<file path="config.mk">
export PLATFORM = sky130hd
export DESIGN_NAME = utf8_line_sanitizer
export DESIGN_NICKNAME = d
export VERILOG_FILES = /design/src/rtl/core/uls_pkg.sv /design/src/rtl/core/uls_front.sv /design/src/rtl/core/uls_job_fifo.sv /design/src/rtl/core/uls_back.sv /design/src/rtl/core/utf8_line_sanitizer.sv
export SDC_FILE = /design/constraint.sdc
export NUM_CORES = 1
export LEC_CHECK = 0
export ABC_CLOCK_PERIOD_IN_PS = 11600
export BUFFER_PORTS_ARGS = -buffer_cell sky130_fd_sc_hd__buf_2
export CAP_MARGIN = 20
export CORE_MARGIN = 2
export CORE_UTILIZATION = 43
export DETAILED_ROUTE_END_ITERATION = 6
export PLACE_DENSITY = 0.64
export REMOVE_ABC_BUFFERS = 1
export SKIP_LAST_GASP = 1
export SLEW_MARGIN = 20
export SYNTH_ARGS = -nofsm -noshare
export SYNTH_HDL_FRONTEND = slang
export SYNTH_HIERARCHICAL = 1
export SYNTH_SLANG_ARGS = --single-unit
</file>
<file path="constraint.sdc">
create_clock -name clk_i -period 11.6 [get_ports clk_i]
set_clock_uncertainty 0.05 [all_clocks]
set_input_delay 0.58 -clock clk_i [delete_from_list [all_inputs] [get_ports clk_i]]
set_output_delay 0.58 -clock clk_i [all_outputs]
set_load 0.02 [all_outputs]
</file>
<file path="src/rtl/core/uls_pkg.sv">
`timescale 1ns / 1ps
`default_nettype none
// ----------------------------------------------------------------------------
// UTF-8 line sanitizer package
// Shared types, constants and byte classification helpers.
// ----------------------------------------------------------------------------
package uls_pkg;

  // Most result bytes one input byte can cause
  localparam int unsigned MaxOut   = 4;
  localparam int unsigned CntW     = $clog2(MaxOut + 1);
  localparam int unsigned IdxW     = $clog2(MaxOut);

  // Job queue between front and back part
  localparam int unsigned JobDepth = 2;
  localparam int unsigned JobPtrW  = $clog2(JobDepth);
  localparam int unsigned JobCntW  = $clog2(JobDepth + 1);

  localparam logic [7:0] ByteCr    = 8'h0D;
  localparam logic [7:0] ByteLf    = 8'h0A;

  // Result bytes caused by one accepted input byte
  typedef struct packed {
    logic [MaxOut-1:0][7:0] bytes;
    logic [CntW-1:0]        cnt;
  } job_t;

  // Sequence length a byte announces: 1 ASCII, 2..4 lead, 0 otherwise
  function automatic logic [2:0] lead_len(input logic [7:0] c);
    logic [2:0] len;
    len = 3'd0;
    if ((c & 8'hE0) == 8'hC0) begin
      len = 3'd2;
    end else if ((c & 8'hF0) == 8'hE0) begin
      len = 3'd3;
    end else if ((c & 8'hF8) == 8'hF0) begin
      len = 3'd4;
    end else if ((c & 8'h80) == 8'h00) begin
      len = 3'd1;
    end
    return len;
  endfunction

  function automatic logic is_crlf(input logic [7:0] c);
    return (c == ByteCr) || (c == ByteLf);
  endfunction

  // Plain ASCII byte that survives on its own
  function automatic logic keep_single(input logic [7:0] c);
    return !is_crlf(c) && (lead_len(c) == 3'd1);
  endfunction

endpackage
`default_nettype wire

</file>
<file path="src/rtl/core/uls_front.sv">
`timescale 1ns / 1ps
`default_nettype none
// ----------------------------------------------------------------------------
// UTF-8 line sanitizer front part
// Accepts bytes, tracks the open sequence and queues at most one job per byte.
// ----------------------------------------------------------------------------
module uls_front (
  input  wire logic          clk_i,
  input  wire logic          rst_ni,
  input  wire logic          fire_i,
  input  wire logic [7:0]    data_byte_i,
  input  wire logic          line_end_i,
  output uls_pkg::job_t      job_o,
  output logic               job_push_o
);

  logic [2:0]       seq_len_q, seq_len_d;
  logic [1:0]       held_cnt_q, held_cnt_d;
  logic [2:0][7:0]  held_q, held_d;
  uls_pkg::job_t    job;
  logic [7:0]       x_byte;
  logic             x_keep, y_keep, complete;

  assign x_byte   = held_q[1];
  assign x_keep   = uls_pkg::keep_single(x_byte);
  assign y_keep   = uls_pkg::keep_single(data_byte_i);
  assign complete = ({1'b0, held_cnt_q} + 3'd1) >= seq_len_q;

  always_comb begin
    seq_len_d  = seq_len_q;
    held_cnt_d = held_cnt_q;
    held_d     = held_q;
    job.bytes  = '0;
    job.cnt    = '0;
    if (seq_len_q == 3'd0) begin
      if (!uls_pkg::is_crlf(data_byte_i)) begin
        if (uls_pkg::lead_len(data_byte_i) == 3'd1) begin
          job.bytes[0] = data_byte_i;
          job.cnt      = uls_pkg::CntW'(1);
        end else if (uls_pkg::lead_len(data_byte_i) >= 3'd2 && !line_end_i) begin
          held_d[0]  = data_byte_i;
          held_cnt_d = 2'd1;
          seq_len_d  = uls_pkg::lead_len(data_byte_i);
        end
      end
    end else if (complete) begin
      // emit held bytes with the new byte right after them
      for (int j = 0; j < 3; j++) begin
        job.bytes[j] = (2'(j) == held_cnt_q) ? data_byte_i : held_q[j];
      end
      job.bytes[3] = data_byte_i;
      job.cnt      = uls_pkg::CntW'(held_cnt_q) + uls_pkg::CntW'(1);
      seq_len_d    = 3'd0;
      held_cnt_d   = 2'd0;
    end else if (!line_end_i) begin
      held_d[held_cnt_q] = data_byte_i;
      held_cnt_d         = held_cnt_q + 2'd1;
    end else begin
      // line ended early: drop the lead, rescan what follows it
      seq_len_d  = 3'd0;
      held_cnt_d = 2'd0;
      if (held_cnt_q == 2'd2 && uls_pkg::lead_len(x_byte) == 3'd2) begin
        job.bytes[0] = x_byte;
        job.bytes[1] = data_byte_i;
        job.cnt      = uls_pkg::CntW'(2);
      end else if (held_cnt_q == 2'd2 && x_keep) begin
        job.bytes[0] = x_byte;
        job.bytes[1] = data_byte_i;
        job.cnt      = y_keep ? uls_pkg::CntW'(2) : uls_pkg::CntW'(1);
      end else if (y_keep) begin
        job.bytes[0] = data_byte_i;
        job.cnt      = uls_pkg::CntW'(1);
      end
    end
  end

  assign job_o      = job;
  assign job_push_o = fire_i && (job.cnt != '0);

  always_ff @(posedge clk_i or negedge rst_ni) begin
    if (!rst_ni) begin
      seq_len_q  <= 3'd0;
      held_cnt_q <= 2'd0;
    end else if (fire_i) begin
      seq_len_q  <= seq_len_d;
      held_cnt_q <= held_cnt_d;
    end
  end

  always_ff @(posedge clk_i) begin
    if (fire_i) begin
      held_q <= held_d;
    end
  end

endmodule
`default_nettype wire

</file>
<file path="src/rtl/core/uls_job_fifo.sv">
`timescale 1ns / 1ps
`default_nettype none
// ----------------------------------------------------------------------------
// UTF-8 line sanitizer job queue
// Short queue of jobs that decouples the front part from the back part.
// ----------------------------------------------------------------------------
module uls_job_fifo (
  input  wire logic          clk_i,
  input  wire logic          rst_ni,
  input  wire logic          push_i,
  input  wire uls_pkg::job_t job_i,
  output logic               full_o,
  input  wire logic          pop_i,
  output uls_pkg::job_t      job_o,
  output logic               valid_o
);

  uls_pkg::job_t                      mem_q [uls_pkg::JobDepth];
  logic [uls_pkg::JobPtrW-1:0]        wptr_q, rptr_q;
  logic [uls_pkg::JobCntW-1:0]        cnt_q, cnt_d;
  logic                               do_push, do_pop;

  assign full_o  = (cnt_q == uls_pkg::JobCntW'(uls_pkg::JobDepth));
  assign valid_o = (cnt_q != '0);
  assign do_push = push_i && !full_o;
  assign do_pop  = pop_i && valid_o;
  assign job_o   = mem_q[rptr_q];

  function automatic logic [uls_pkg::JobPtrW-1:0] nxt(
    input logic [uls_pkg::JobPtrW-1:0] p);
    logic [uls_pkg::JobPtrW-1:0] n;
    n = p + 1'b1;
    if (p == uls_pkg::JobPtrW'(uls_pkg::JobDepth - 1)) begin
      n = '0;
    end
    return n;
  endfunction

  always_comb begin
    cnt_d = cnt_q;
    if (do_push && !do_pop) begin
      cnt_d = cnt_q + 1'b1;
    end else if (do_pop && !do_push) begin
      cnt_d = cnt_q - 1'b1;
    end
  end

  always_ff @(posedge clk_i or negedge rst_ni) begin
    if (!rst_ni) begin
      wptr_q <= '0;
      rptr_q <= '0;
      cnt_q  <= '0;
    end else begin
      cnt_q <= cnt_d;
      if (do_push) begin
        wptr_q <= nxt(wptr_q);
      end
      if (do_pop) begin
        rptr_q <= nxt(rptr_q);
      end
    end
  end

  always_ff @(posedge clk_i) begin
    if (do_push) begin
      mem_q[wptr_q] <= job_i;
    end
  end

endmodule
`default_nettype wire

</file>
<file path="src/rtl/core/uls_back.sv">
`timescale 1ns / 1ps
`default_nettype none
// ----------------------------------------------------------------------------
// UTF-8 line sanitizer back part
// Walks the head job byte by byte into the registered result stage.
// ----------------------------------------------------------------------------
module uls_back (
  input  wire logic          clk_i,
  input  wire logic          rst_ni,
  input  wire uls_pkg::job_t job_i,
  input  wire logic          job_valid_i,
  output logic               job_pop_o,
  input  wire logic          pop,
  output logic               empty,
  output logic [7:0]         out_byte_o,
  output logic               last_of_run_o
);

  logic [uls_pkg::IdxW-1:0] idx_q, idx_d;
  logic                     ovalid_q, ovalid_d;
  logic [7:0]               obyte_q;
  logic                     olast_q;
  logic                     load, is_last;

  assign is_last   = (uls_pkg::CntW'(idx_q) == job_i.cnt - uls_pkg::CntW'(1));
  // result stage frees up when empty or being taken this cycle
  assign load      = job_valid_i && (!ovalid_q || pop);
  assign job_pop_o = load && is_last;

  always_comb begin
    idx_d    = idx_q;
    ovalid_d = ovalid_q;
    if (pop && ovalid_q) begin
      ovalid_d = 1'b0;
    end
    if (load) begin
      ovalid_d = 1'b1;
      idx_d    = is_last ? '0 : idx_q + 1'b1;
    end
  end

  always_ff @(posedge clk_i or negedge rst_ni) begin
    if (!rst_ni) begin
      idx_q    <= '0;
      ovalid_q <= 1'b0;
    end else begin
      idx_q    <= idx_d;
      ovalid_q <= ovalid_d;
    end
  end

  always_ff @(posedge clk_i) begin
    if (load) begin
      obyte_q <= job_i.bytes[idx_q];
      olast_q <= is_last;
    end
  end

  assign empty         = !ovalid_q;
  assign out_byte_o    = obyte_q;
  assign last_of_run_o = olast_q;

endmodule
`default_nettype wire

</file>
<file path="src/rtl/core/utf8_line_sanitizer.sv">
`timescale 1ns / 1ps
`default_nettype none
// ----------------------------------------------------------------------------
// UTF-8 line sanitizer
// Drops line breaks, stray bytes and cut-short sequences from a byte stream.
// ----------------------------------------------------------------------------
// One byte is taken per cycle while full is low. Each byte becomes a job of
// zero to four result bytes; jobs wait in a two-entry queue and the back part
// sends one result byte per cycle while pop is high or the result register
// is empty, so new bytes can be taken while earlier results still wait. full
// rises while two jobs wait. A result passes through the job queue, then the
// result register, after the edge that accepts its request. last_of_run_o
// marks the final result caused by one input byte.
module utf8_line_sanitizer (
  input  wire logic        clk_i,
  input  wire logic        rst_ni,
  input  wire logic        push,
  output logic             full,
  input  wire logic [7:0]  data_byte_i,
  input  wire logic        line_end_i,
  input  wire logic        pop,
  output logic             empty,
  output logic [7:0]       out_byte_o,
  output logic             last_of_run_o
);

  uls_pkg::job_t front_job, head_job;
  logic          front_push, fire, head_valid, head_pop;

  assign fire = push && !full;

  uls_front u_front (
    .clk_i       (clk_i),
    .rst_ni      (rst_ni),
    .fire_i      (fire),
    .data_byte_i (data_byte_i),
    .line_end_i  (line_end_i),
    .job_o       (front_job),
    .job_push_o  (front_push)
  );

  uls_job_fifo u_job_fifo (
    .clk_i   (clk_i),
    .rst_ni  (rst_ni),
    .push_i  (front_push),
    .job_i   (front_job),
    .full_o  (full),
    .pop_i   (head_pop),
    .job_o   (head_job),
    .valid_o (head_valid)
  );

  uls_back u_back (
    .clk_i         (clk_i),
    .rst_ni        (rst_ni),
    .job_i         (head_job),
    .job_valid_i   (head_valid),
    .job_pop_o     (head_pop),
    .pop           (pop),
    .empty         (empty),
    .out_byte_o    (out_byte_o),
    .last_of_run_o (last_of_run_o)
  );

endmodule
`default_nettype wire

</file>
After elaboration in Yosys (flattened, before gate mapping)
Memories as Yosys holds them, arrays and structs flattened.
Cells that the tools add are included.

operators by class
  bitwise operators = 3
  reductions and logical operators = 38
  equality and inequality tests = 24
  div/mod/pow operators = 0
  shift operators = 0
  $add $sub $neg = 8
  magnitude comparators = 5
  mux-type cells = 63
  multipliers = 0

operator list
  cell                                                                           count
  8-bit two-way mux                                                              12
  3-bit two-way mux                                                              20
  19-bit two-way mux                                                             3
  11-bit two-way mux                                                             5
  8-bit by 4-bit == test with 1-bit output (second input constant)               4
  24-bit bitwise mux                                                             1
  24-bit two-way mux                                                             1
  2-bit two-way mux                                                              10
  8-bit binary-select mux with 2-bit select                                      1
  8-bit demux with 2-bit select                                                  1
  8-bit zero test                                                                2
  16-bit two-way mux                                                             1
  1-bit logical AND                                                              15
  5-bit == test (second input constant)                                          2
  3-bit by 1-bit == test with 1-bit output (second input constant)               3
  4-bit == test (second input constant)                                          2
  1-bit two-way mux                                                              8
  2-bit != test (second input constant)                                          4
  4-bit AND reduction                                                            2
  1-bit zero test                                                                7
  2-bit by 1-bit adder with 2-bit output (second input constant)                 3
  3-bit == test (second input constant)                                          2
  2-bit by 3-bit less-than comparator with 1-bit output (second input constant)  2
  6-bit AND reduction                                                            1
  other kinds (20)                                                               29

word-level totals
  memory bits (read-only) = 0
  input port bits = 13
  output and inout bits = 11
  memories kept = 1
  flip-flop bits (word level) = 45
  bits in latches = 0
  memory bits (writable) = 70
  word-level logic and storage cells = 154

memories
  memory            depth  bits a word  rd ports  clocked after memory_dff  wr ports  line                RTL
  u_job_fifo.mem_q  2      35           1         0                         1         uls_job_fifo.sv:18  uls_pkg::job_t mem_q [uls_pkg::JobDepth];

Longest topological paths before layout
Gate-level depths: netlist of run 1.

  word-level depth = 21
  depth in mapped cells = 15
  depth with buffers taken out = 14

Modules after synthesis
The synthesis of run 1 kept the hierarchy.

by module, submodules not included
  module               cells an instance  seq. area each (µm²)  area each (µm²)  instances
  uls_job_fifo         128                2202.1                2876.5           1
  uls_front            197                845.8                 1970.6           1
  uls_back             43                 345.3                 666.9            1
  utf8_line_sanitizer  1                  0.0                   13.8             1

Worst setup path after synthesis of run 1
Ideal clock, no wire load.

  path kind = register to register
  start = register u_front.held_cnt_q[0]
  end = memory u_job_fifo/mem_q[0][0] (netlist bit) (enable)
  path buffers = 1
  library setup time = 0.427 ns
  period minus slack after synthesis = 3.946 ns
  arrival = 3.469 ns
  data required time = 11.123 ns
  cell stages (with the launch flop) = 12
  path slack = 7.654 ns
  cell sequence = dfrtp_1 inv_1 ha_1 ha_1 a21oi_1 o21ai_2 buf_2 o21ai_0 o22a_1 a21o_1 nand2_1 nor2_1

RTL lines
  item                    line                RTL
  start, declared         uls_front.sv:18     logic [1:0] held_cnt_q, held_cnt_d;
  start signal, assigned  uls_front.sv:86     held_cnt_q <= held_cnt_d;
  end, declared           uls_job_fifo.sv:18

==> reports/metrics.csv, run 1 <==
stage,metric,value,unit
sta,rsz0062_at_grt,false,
run_status,status,"complete, no violations",
routing,postRouteAntennaNets,0,
power,totalPowerFinal,1650,uW
sta,final.setup.tns,0,ns
logic_synthesis,syn-cell-area,5530,sq um
layout,areaGrowthSynthToFinish,14.9,%
logic_synthesis,synth_cells,369,
logic_synthesis,ys_types,60,
logic_synthesis,synth.most_common_cell,edfxtp_1,
die,floorplan.initialDensity,0.440,
logic_synthesis,ys_ff_latch,115,
logic_synthesis,seq_area_frac_synth,0.614,
clock_network,clkSinkCount,115,
power,power.density,261,nW/um^2
die,core_area,12600,sq um
logic_synthesis,synth_top_cell_by_area,edfxtp_1,
global_route,grt_max_degree,37,
clock_network,cts_tree,done,
global_route,grt_usage,0.159,
global_route,grt.overflow.total,0,
clock_network,htree_levels,4,
flow_run,drv_cap,0,
logic_synthesis,synth-edff-count,103,
layout,drive_gt1_frac,0.283,
critical_path,startpoint_type,flop,
routing,initialDrtViolationCount,214,
sta,hold_violations,0,
clock_network,clock-root-buffer,clkbuf_16,
placed_design,place.gp.congestion,0.880,
power,p_leak,0.00239,uW
routing,drcViolationCount,0,
global_route,grt_pass1_wl,16800,um
routing,vias,3134,
die,rows,41,
critical_path,crit_type,reg -> reg,
sta,setup_viol,0,
hold_path,hold_path_class,in -> reg,
global_route,grt_pass1_vias,3111,
clock_network,clk_latency,0.42,ns
clock_network,clk_pin_slew,0.06,ns
logic_synthesis,synthArstFlopShare,0.104,
routing,routed_wl,10500,um
die,boundaryPins,24,
die,dieArea,13800,sq um
critical_path,crit_path_max_fanout,20,
logic_synthesis,synth_top_cell_area_share,0.560,
critical_path,endpoint_kind,flop,
placed_design,hpwl,6870,um
sta,relSlewSlack,0.476,
layout,diodes,0,
layout,fin_nets,423,
routing,avgViaCountPerCell,5.36,
global_route,antenna_found_initial,0,
sta,finalCritPeriodShare,0.290,
die,die_w,117,um
routing,drt_pre_antenna_iters,5,
critical_path,critPathRequiredTime,11.82,ns
logic_synthesis,syn_area_per_cell,15.0,sq um
power,ir_worst_vdd,0.126,mV
logic_synthesis,ys_top_cells_by_count,"edfxtp_1 (103), mux2_4 (29), nor2_1 (29)",
clock_network,numCtsBuffers,17,
critical_path,worst_ep_arrival_time,3.59,ns
clock_network,clockBufferDepth,2,
sta,drv_slew,0,
sta,min_period,3.36,ns
logic_synthesis,synth_flop_cell,edfxtp_1,
sta,clock.fmax,298,MHz
logic_synthesis,netlist_top_cells_area,"edfxtp_1 (56%), mux2_4 (7.9%), dfrtp_1 (5.4%)",
die,die_h,117,um
placed_design,io_buffers,23,
routing,post_drt_wl_per_cell,17.9,um
sta,tightest_slew,0.786,ns
logic_synthesis,yosysWarnings,6,
[worst max-delay path, stage by stage (launching register included)]
cell and delay, ns:
dfrtp_1 0.47, inv_1 0.10, ha_1 0.37, ha_1 0.29
nand2_1 0.07, o21ai_2 0.41, nand2_1 0.56, nor2_1 0.62
a22o_1 0.27
[per-layer routing]
| metal | global-route usage | up-vias | wire length [um] |
|---|---|---|---|
| li1 | - | 1475 | - |
| met1 | 0.217 | 1557 | 5000 |
| met2 | 0.237 | 87 | 4860 |
| met3 | 0.0482 | 15 | 453 |
| met4 | 0.0678 | 0 | 178 |
| met5 | 0 | - | 0 |
[path summary, 6_finish.rpt]
path | from | end | slack, ns | cells after the start
max | u_front/held_cnt_q[0]$_DFFE_PN0P_ | u_job_fifo/mem_q[0][13]$_DFFE_PP_ | 8.24 | 8
min | data_byte_i[3] | u_front/x_byte[3]$_DFFE_PP_ | 0.40 | 1
max reg2reg | u_front/held_cnt_q[0]$_DFFE_PN0P_ | u_job_fifo/mem_q[0][13]$_DFFE_PP_ | 8.24 | 8
min reg2reg | u_job_fifo/cnt_q[1]$_DFFE_PN0P_ | u_job_fifo/cnt_q[1]$_DFFE_PN0P_ | 0.46 | 1
max in group asynchronous | rst_ni | u_job_fifo/rptr_q$_DFFE_PN0P_ | 10.71 | 2
min in group asynchronous | rst_ni | u_back/ovalid_q$_DFFE_PN0P_ | 0.54 | 2
[cell families after synthesis]
group                      synth area share
muxes                                 0.150
AOI/OAI and AO/OA                    0.0745
DFF                                   0.614
adders and majority gates            0.0226
and+or+nand+nor                      0.0890
xor gates and xnor gates             0.0127
buffers and inverters                0.0371
[registers in the layout (all words and copies together), names as in the netlist]
name and flops:
u_back/ovalid_q 1, u_back/last_of_run_o 1, u_front/x_byte 8, u_job_fifo/wptr_q 1, u_job_fifo/rptr_q 1, u_back/idx_q 2, u_front/held_q 16, u_front/seq_len_q 3
u_back/out_byte_o 8, u_job_fifo/cnt_q 2, u_front/held_cnt_q 2, u_job_fifo/mem_q 70
[final cells by class]
cell class                      count  area (sq um)
Timing Repair Buffer               27           148
Tap cell                          172           215
Multi-Input combinational cell    219          1930
Sequential cell                   115          3390
Clock inverter                     15           160
Clock buffer                       17           425
Inverter                           20          75.1
Fill cell                        1057          6220
[cells in the final DEF, fill, tap and decap left out, types with 5 or more instances in the layout]
| cell type | count |
|---|---|
| a22o_1 | 9 |
| and3_1 | 5 |
| buf_2 | 23 |
| clkbuf_16 | 17 |
| clkinvlp_4 | 5 |
| dfrtp_1 | 11 |
| edfxtp_1 | 103 |
| ha_1 | 10 |
| inv_1 | 20 |
| mux2_2 | 6 |
| mux2_4 | 29 |
| mux2i_1 | 14 |
| mux4_2 | 6 |
| nand2_1 | 16 |
| nand2b_1 | 5 |
| nand3_1 | 9 |
| nor2_1 | 28 |
| o21ai_0 | 9 |
| o221ai_1 | 5 |
[power breakdown]
part           internal [uW]  switching, uW  leakage, uW
registers                580           48.3      0.00111
clock network            317            191     0.000272
logic                    234            285      0.00101
total                   1130            524      0.00239
[per-stage QoR]
step	hold WS [ns]	setup WS [ns]	instances	utilization	cell area, sq um
4_1_cts	0.388	8.29	585	0.505	6350
2_1_floorplan	0.234	7.68	354	-	5400
6_report	0.400	8.24	585	0.505	6350
3_3_place_gp	0.427	8.37	552	0.458	5750
5_1_grt	0.402	8.01	585	0.505	6350
3_5_place_dp	0.435	8.31	552	0.458	5750
[repair_timing]
action,CTS,global route
hold buffers,1,0
hold endpoints to repair,12,0
gates resized for setup,0,0
setup buffers,0,0
Note: power is estimated with default switching activity, not from simulation.
==> inputs of run 2 (changes only) <==
--- a/config.mk
+++ b/config.mk
@@ -5,7 +5,8 @@
 export SDC_FILE = /design/constraint.sdc
 export NUM_CORES = 1
 export LEC_CHECK = 0
-export ABC_CLOCK_PERIOD_IN_PS = 11600
+export ABC_AREA = 1
+export ABC_CLOCK_PERIOD_IN_PS = 3100
 export BUFFER_PORTS_ARGS = -buffer_cell sky130_fd_sc_hd__buf_2
 export CAP_MARGIN = 20
 export CORE_MARGIN = 2
==> constraint.sdc (replaced) <==
create_clock -name clk_i -period 3.1 [get_ports clk_i]
set_clock_uncertainty 0.05 [all_clocks]
set_input_delay 0.155 -clock clk_i [delete_from_list [all_inputs] [get_ports clk_i]]
set_output_delay 0.155 -clock clk_i [all_outputs]
set_load 0.02 [all_outputs]
==> reports/metrics.csv, run 2 <==
stage,metric,value,unit
run_status,status,"complete, no violations",
critical_path,r2r_start,u_front/held_cnt_q[0]$_DFFE_PN0P_,
routing,avgViaCountPerCell,5.16,
global_route,gr-usage-met3,0.0383,
die,die_h,119,um
placed_design,hpwl,8150,um
logic_synthesis,synth_top_cell_area_share,0.540,
layout,largest_reg_flops,70,
global_route,gr-usage-met1,0.242,
power,combPwrFrac,0.373,
layout,fin_nets,669,
routing,drt_pre_antenna_iters,5,
logic_synthesis,synth_cells,606,
critical_path,endpoint_kind,flop,
layout,drive_gt1_frac,0.150,
clock_network,htree_levels,4,
layout,fin_util,0.513,
power,totalPowerFinal,7510,uW
layout,mostFrequentLayoutCell,nand2_1,
die,dieArea,14300,sq um
logic_synthesis,seq_area_frac_synth,0.592,
sta,min_period,2.88,ns
logic_synthesis,ys_top_cells_by_count,"nand2_1 (205), edfxtp_1 (103), inv_1 (49)",
layout,reg.largest.list,"u_job_fifo/mem_q x70, u_front/held_q x16",
flow_run,drv_cap,0,
sta,tightest_slew,0.773,ns
critical_path,startpoint_type,flop,
routing,post_drt_wl_per_cell,15.0,um
layout,stdcell_area,6740,sq um
placed_design,place_inst,794,
logic_synthesis,ys_ff_latch,115,
clock_network,cts_tree,done,
critical_path,endpoint,u_job_fifo/mem_q[0][0]$_DFFE_PP_,
critical_path,r2r_end,u_job_fifo/mem_q[0][0]$_DFFE_PP_,
global_route,grt_pass1_vias,4170,
critical_path,critPathRequiredTime,3.17,ns
power,pwr-share-seq,0.352,
routing,initialDrtViolationCount,346,
sta,clock.fmax,347,MHz
critical_path,crit_path_max_fanout,17,
clock_network,clock-root-buffer,clkbuf_16,
critical_path,crit_type,reg -> reg,
global_route,use_met2,0.297,
sta,finalCritPeriodShare,0.929,
sta,drv_slew,0,
power,p_sw_frac,0.373,
layout,areaGrowthSynthToFinish,17.6,%
power,p_switching,2800,uW
layout,stdcell_count,834,
layout,final_cell_mix,"nand2_1 (205), edfxtp_1 (103), inv_1 (48), nor2_1 (46)",
die,die_w,119,um
logic_synthesis,yosysWarnings,6,
logic_synthesis,syn_area_per_cell,9.46,sq um
sta,relSlewSlack,0.484,
power,ir_worst_vdd,0.444,mV
power,power.density,1110,nW/um^2
global_route,grt.overflow.total,0,
global_route,grt_pass1_wl,20400,um
layout,diodes,0,
clock_network,numCtsBuffers,17,
sta,rsz0062_at_grt,false,
logic_synthesis,synth_top_cell_by_area,edfxtp_1,
global_route,antenna_found_initial,0,
logic_synthesis,synthArstFlopShare,0.104,
hold_path,hold_start,data_byte_i[3],
global_route,grt_max_degree,37,
global_route,busiest_layer,met2,
layout,fillers,1204,
hold_path,hold_path_class,in -> reg,
die,core_area,13100,sq um
routing,routed_wl,12500,um
logic_synthesis,synth-edff-count,103,
logic_synthesis,syn-cell-area,5730,sq um
layout,largest-register,u_job_fifo/mem_q,
logic_synthesis,synth.most_common_cell,nand2_1,
global_route,grt_usage,0.186,
logic_synthesis,synth_flop_cell,edfxtp_1,
clock_network,clockBufferDepth,2,
critical_path,cp-startpoint,u_front/held_cnt_q[0]$_DFFE_PN0P_,
power,p_int,4710,uW
sta,hold_violations,0,
sta,setup_viol,0,
logic_synthesis,ys_types,35,
critical_path,rrSetupSlack,0.22,ns
placed_design,place.gp.congestion,0.891,
clock_network,clk_latency,0.41,ns
clock_network,clk_pin_slew,0.05,ns
logic_synthesis,netlist_top_cells_area,"edfxtp_1 (54%), nand2_1 (13%), dfrtp_1 (5.2%)",
clock_network,clkSinkCount,115,
critical_path,reg2reg_depth,15,
placed_design,io_buffers,23,
critical_path,worst_ep_arrival_time,2.95,ns
power,p_leak,0.00287,uW
die,rows,42,
placed_design,placed_cell_area,5990,sq um
power,p_clk_frac,0.274,
die,floorplan.initialDensity,0.436,
routing,vias,4305,
routing,postRouteAntennaNets,0,
routing,drcViolationCount,0,
die,boundaryPins,24,
## run 2: power groups by stage
stage	Sequential, uW	Combinational (uW)	Clock (uW)
floorplan	2740	1740	0
global placement	2650	2600	0
detailed placement	2680	2680	0
CTS	2650	2700	2090
global route	2700	3150	2170
finish	2650	2800	2060
## run 2: worst min path at each step
stage                                             end  cells after the start  slack (ns)
after detailed placement  u_back/idx_q[1]$_DFFE_PN0P_                      1       0.009
after global routing      u_front/x_byte[3]$_DFFE_PP_                      1        0.05
after CTS                 u_front/x_byte[3]$_DFFE_PP_                      1        0.02
after global placement    u_back/idx_q[1]$_DFFE_PN0P_                      1       0.004
after floorplan           u_back/idx_q[0]$_DFFE_PN0P_                      0       -0.19
final                     u_front/x_byte[3]$_DFFE_PP_                      1        0.04
## run 2: logic make-up (layout without fill, tap and decap cells)
kind of cell / after synthesis / in the layout / share of synthesized area
simple gates: 328 / 328 / 0.243
flops: 115 / 115 / 0.592
buf+inv: 77 / 129 / 0.0690
compound gates: 74 / 74 / 0.0710
fa+ha+maj: 10 / 10 / 0.0218
xor+xnor: 2 / 2 / 0.00306
## run 2: area by class of cell
| type | instances | area [sq um] | share of cell area |
|---|---|---|---|
| clock buffer | 19 | 433 | 0.0643 |
| clock inverter | 12 | 188 | 0.0279 |
| inverter | 55 | 214 | 0.0318 |
| multi-input combinational | 414 | 1960 | 0.292 |
| sequential | 115 | 3390 | 0.504 |
| tap | 176 | 220 | 0.0327 |
| timing repair buffer | 43 | 325 | 0.0483 |
## run 2: per-layer routing
metal / vias up / part of all wire
met1: 2031 / 0.45
met2: 135 / 0.47
met3: 24 / 0.050
met5: - / 0
met4: 0 / 0.024
li1: 2115 / -
## run 2: worst max-delay path, cell delays in order (launching register included)
cell and delay [ns]:
dfrtp_1 0.42, inv_1 0.18, ha_4 0.24, ha_1 0.29, nand3_1 0.11, nand3_2 0.12
buf_4 0.18, nand3_1 0.11, nand3_2 0.12, nor2_1 0.05, nor2_1 0.11, inv_1 0.08
nor2_4 0.12, nand2_2 0.07, inv_2 0.12, clkbuf_16 0.21
## run 2: what timing repair did
item | CTS | global route
hold endpoints to repair | 23 | 0
setup endpoints to repair | 0 | 71
buffers inserted | 0 | 1
hold buffers | 7 | 0
gates resized for setup | 0 | 4
## run 2: per-stage QoR
stage / worst slack (ns) / setup TNS [ns] / hold WS (ns)
after floorplan: -0.853 / -34.62 / -0.191
after global placement: 0.315 / 0 / 0.00446
after detailed placement: 0.176 / 0 / 0.00917
after CTS: 0.141 / 0 / 0.0232
after global routing: 0.0181 / 0 / 0.0454
final: 0.219 / 0 / 0.0379
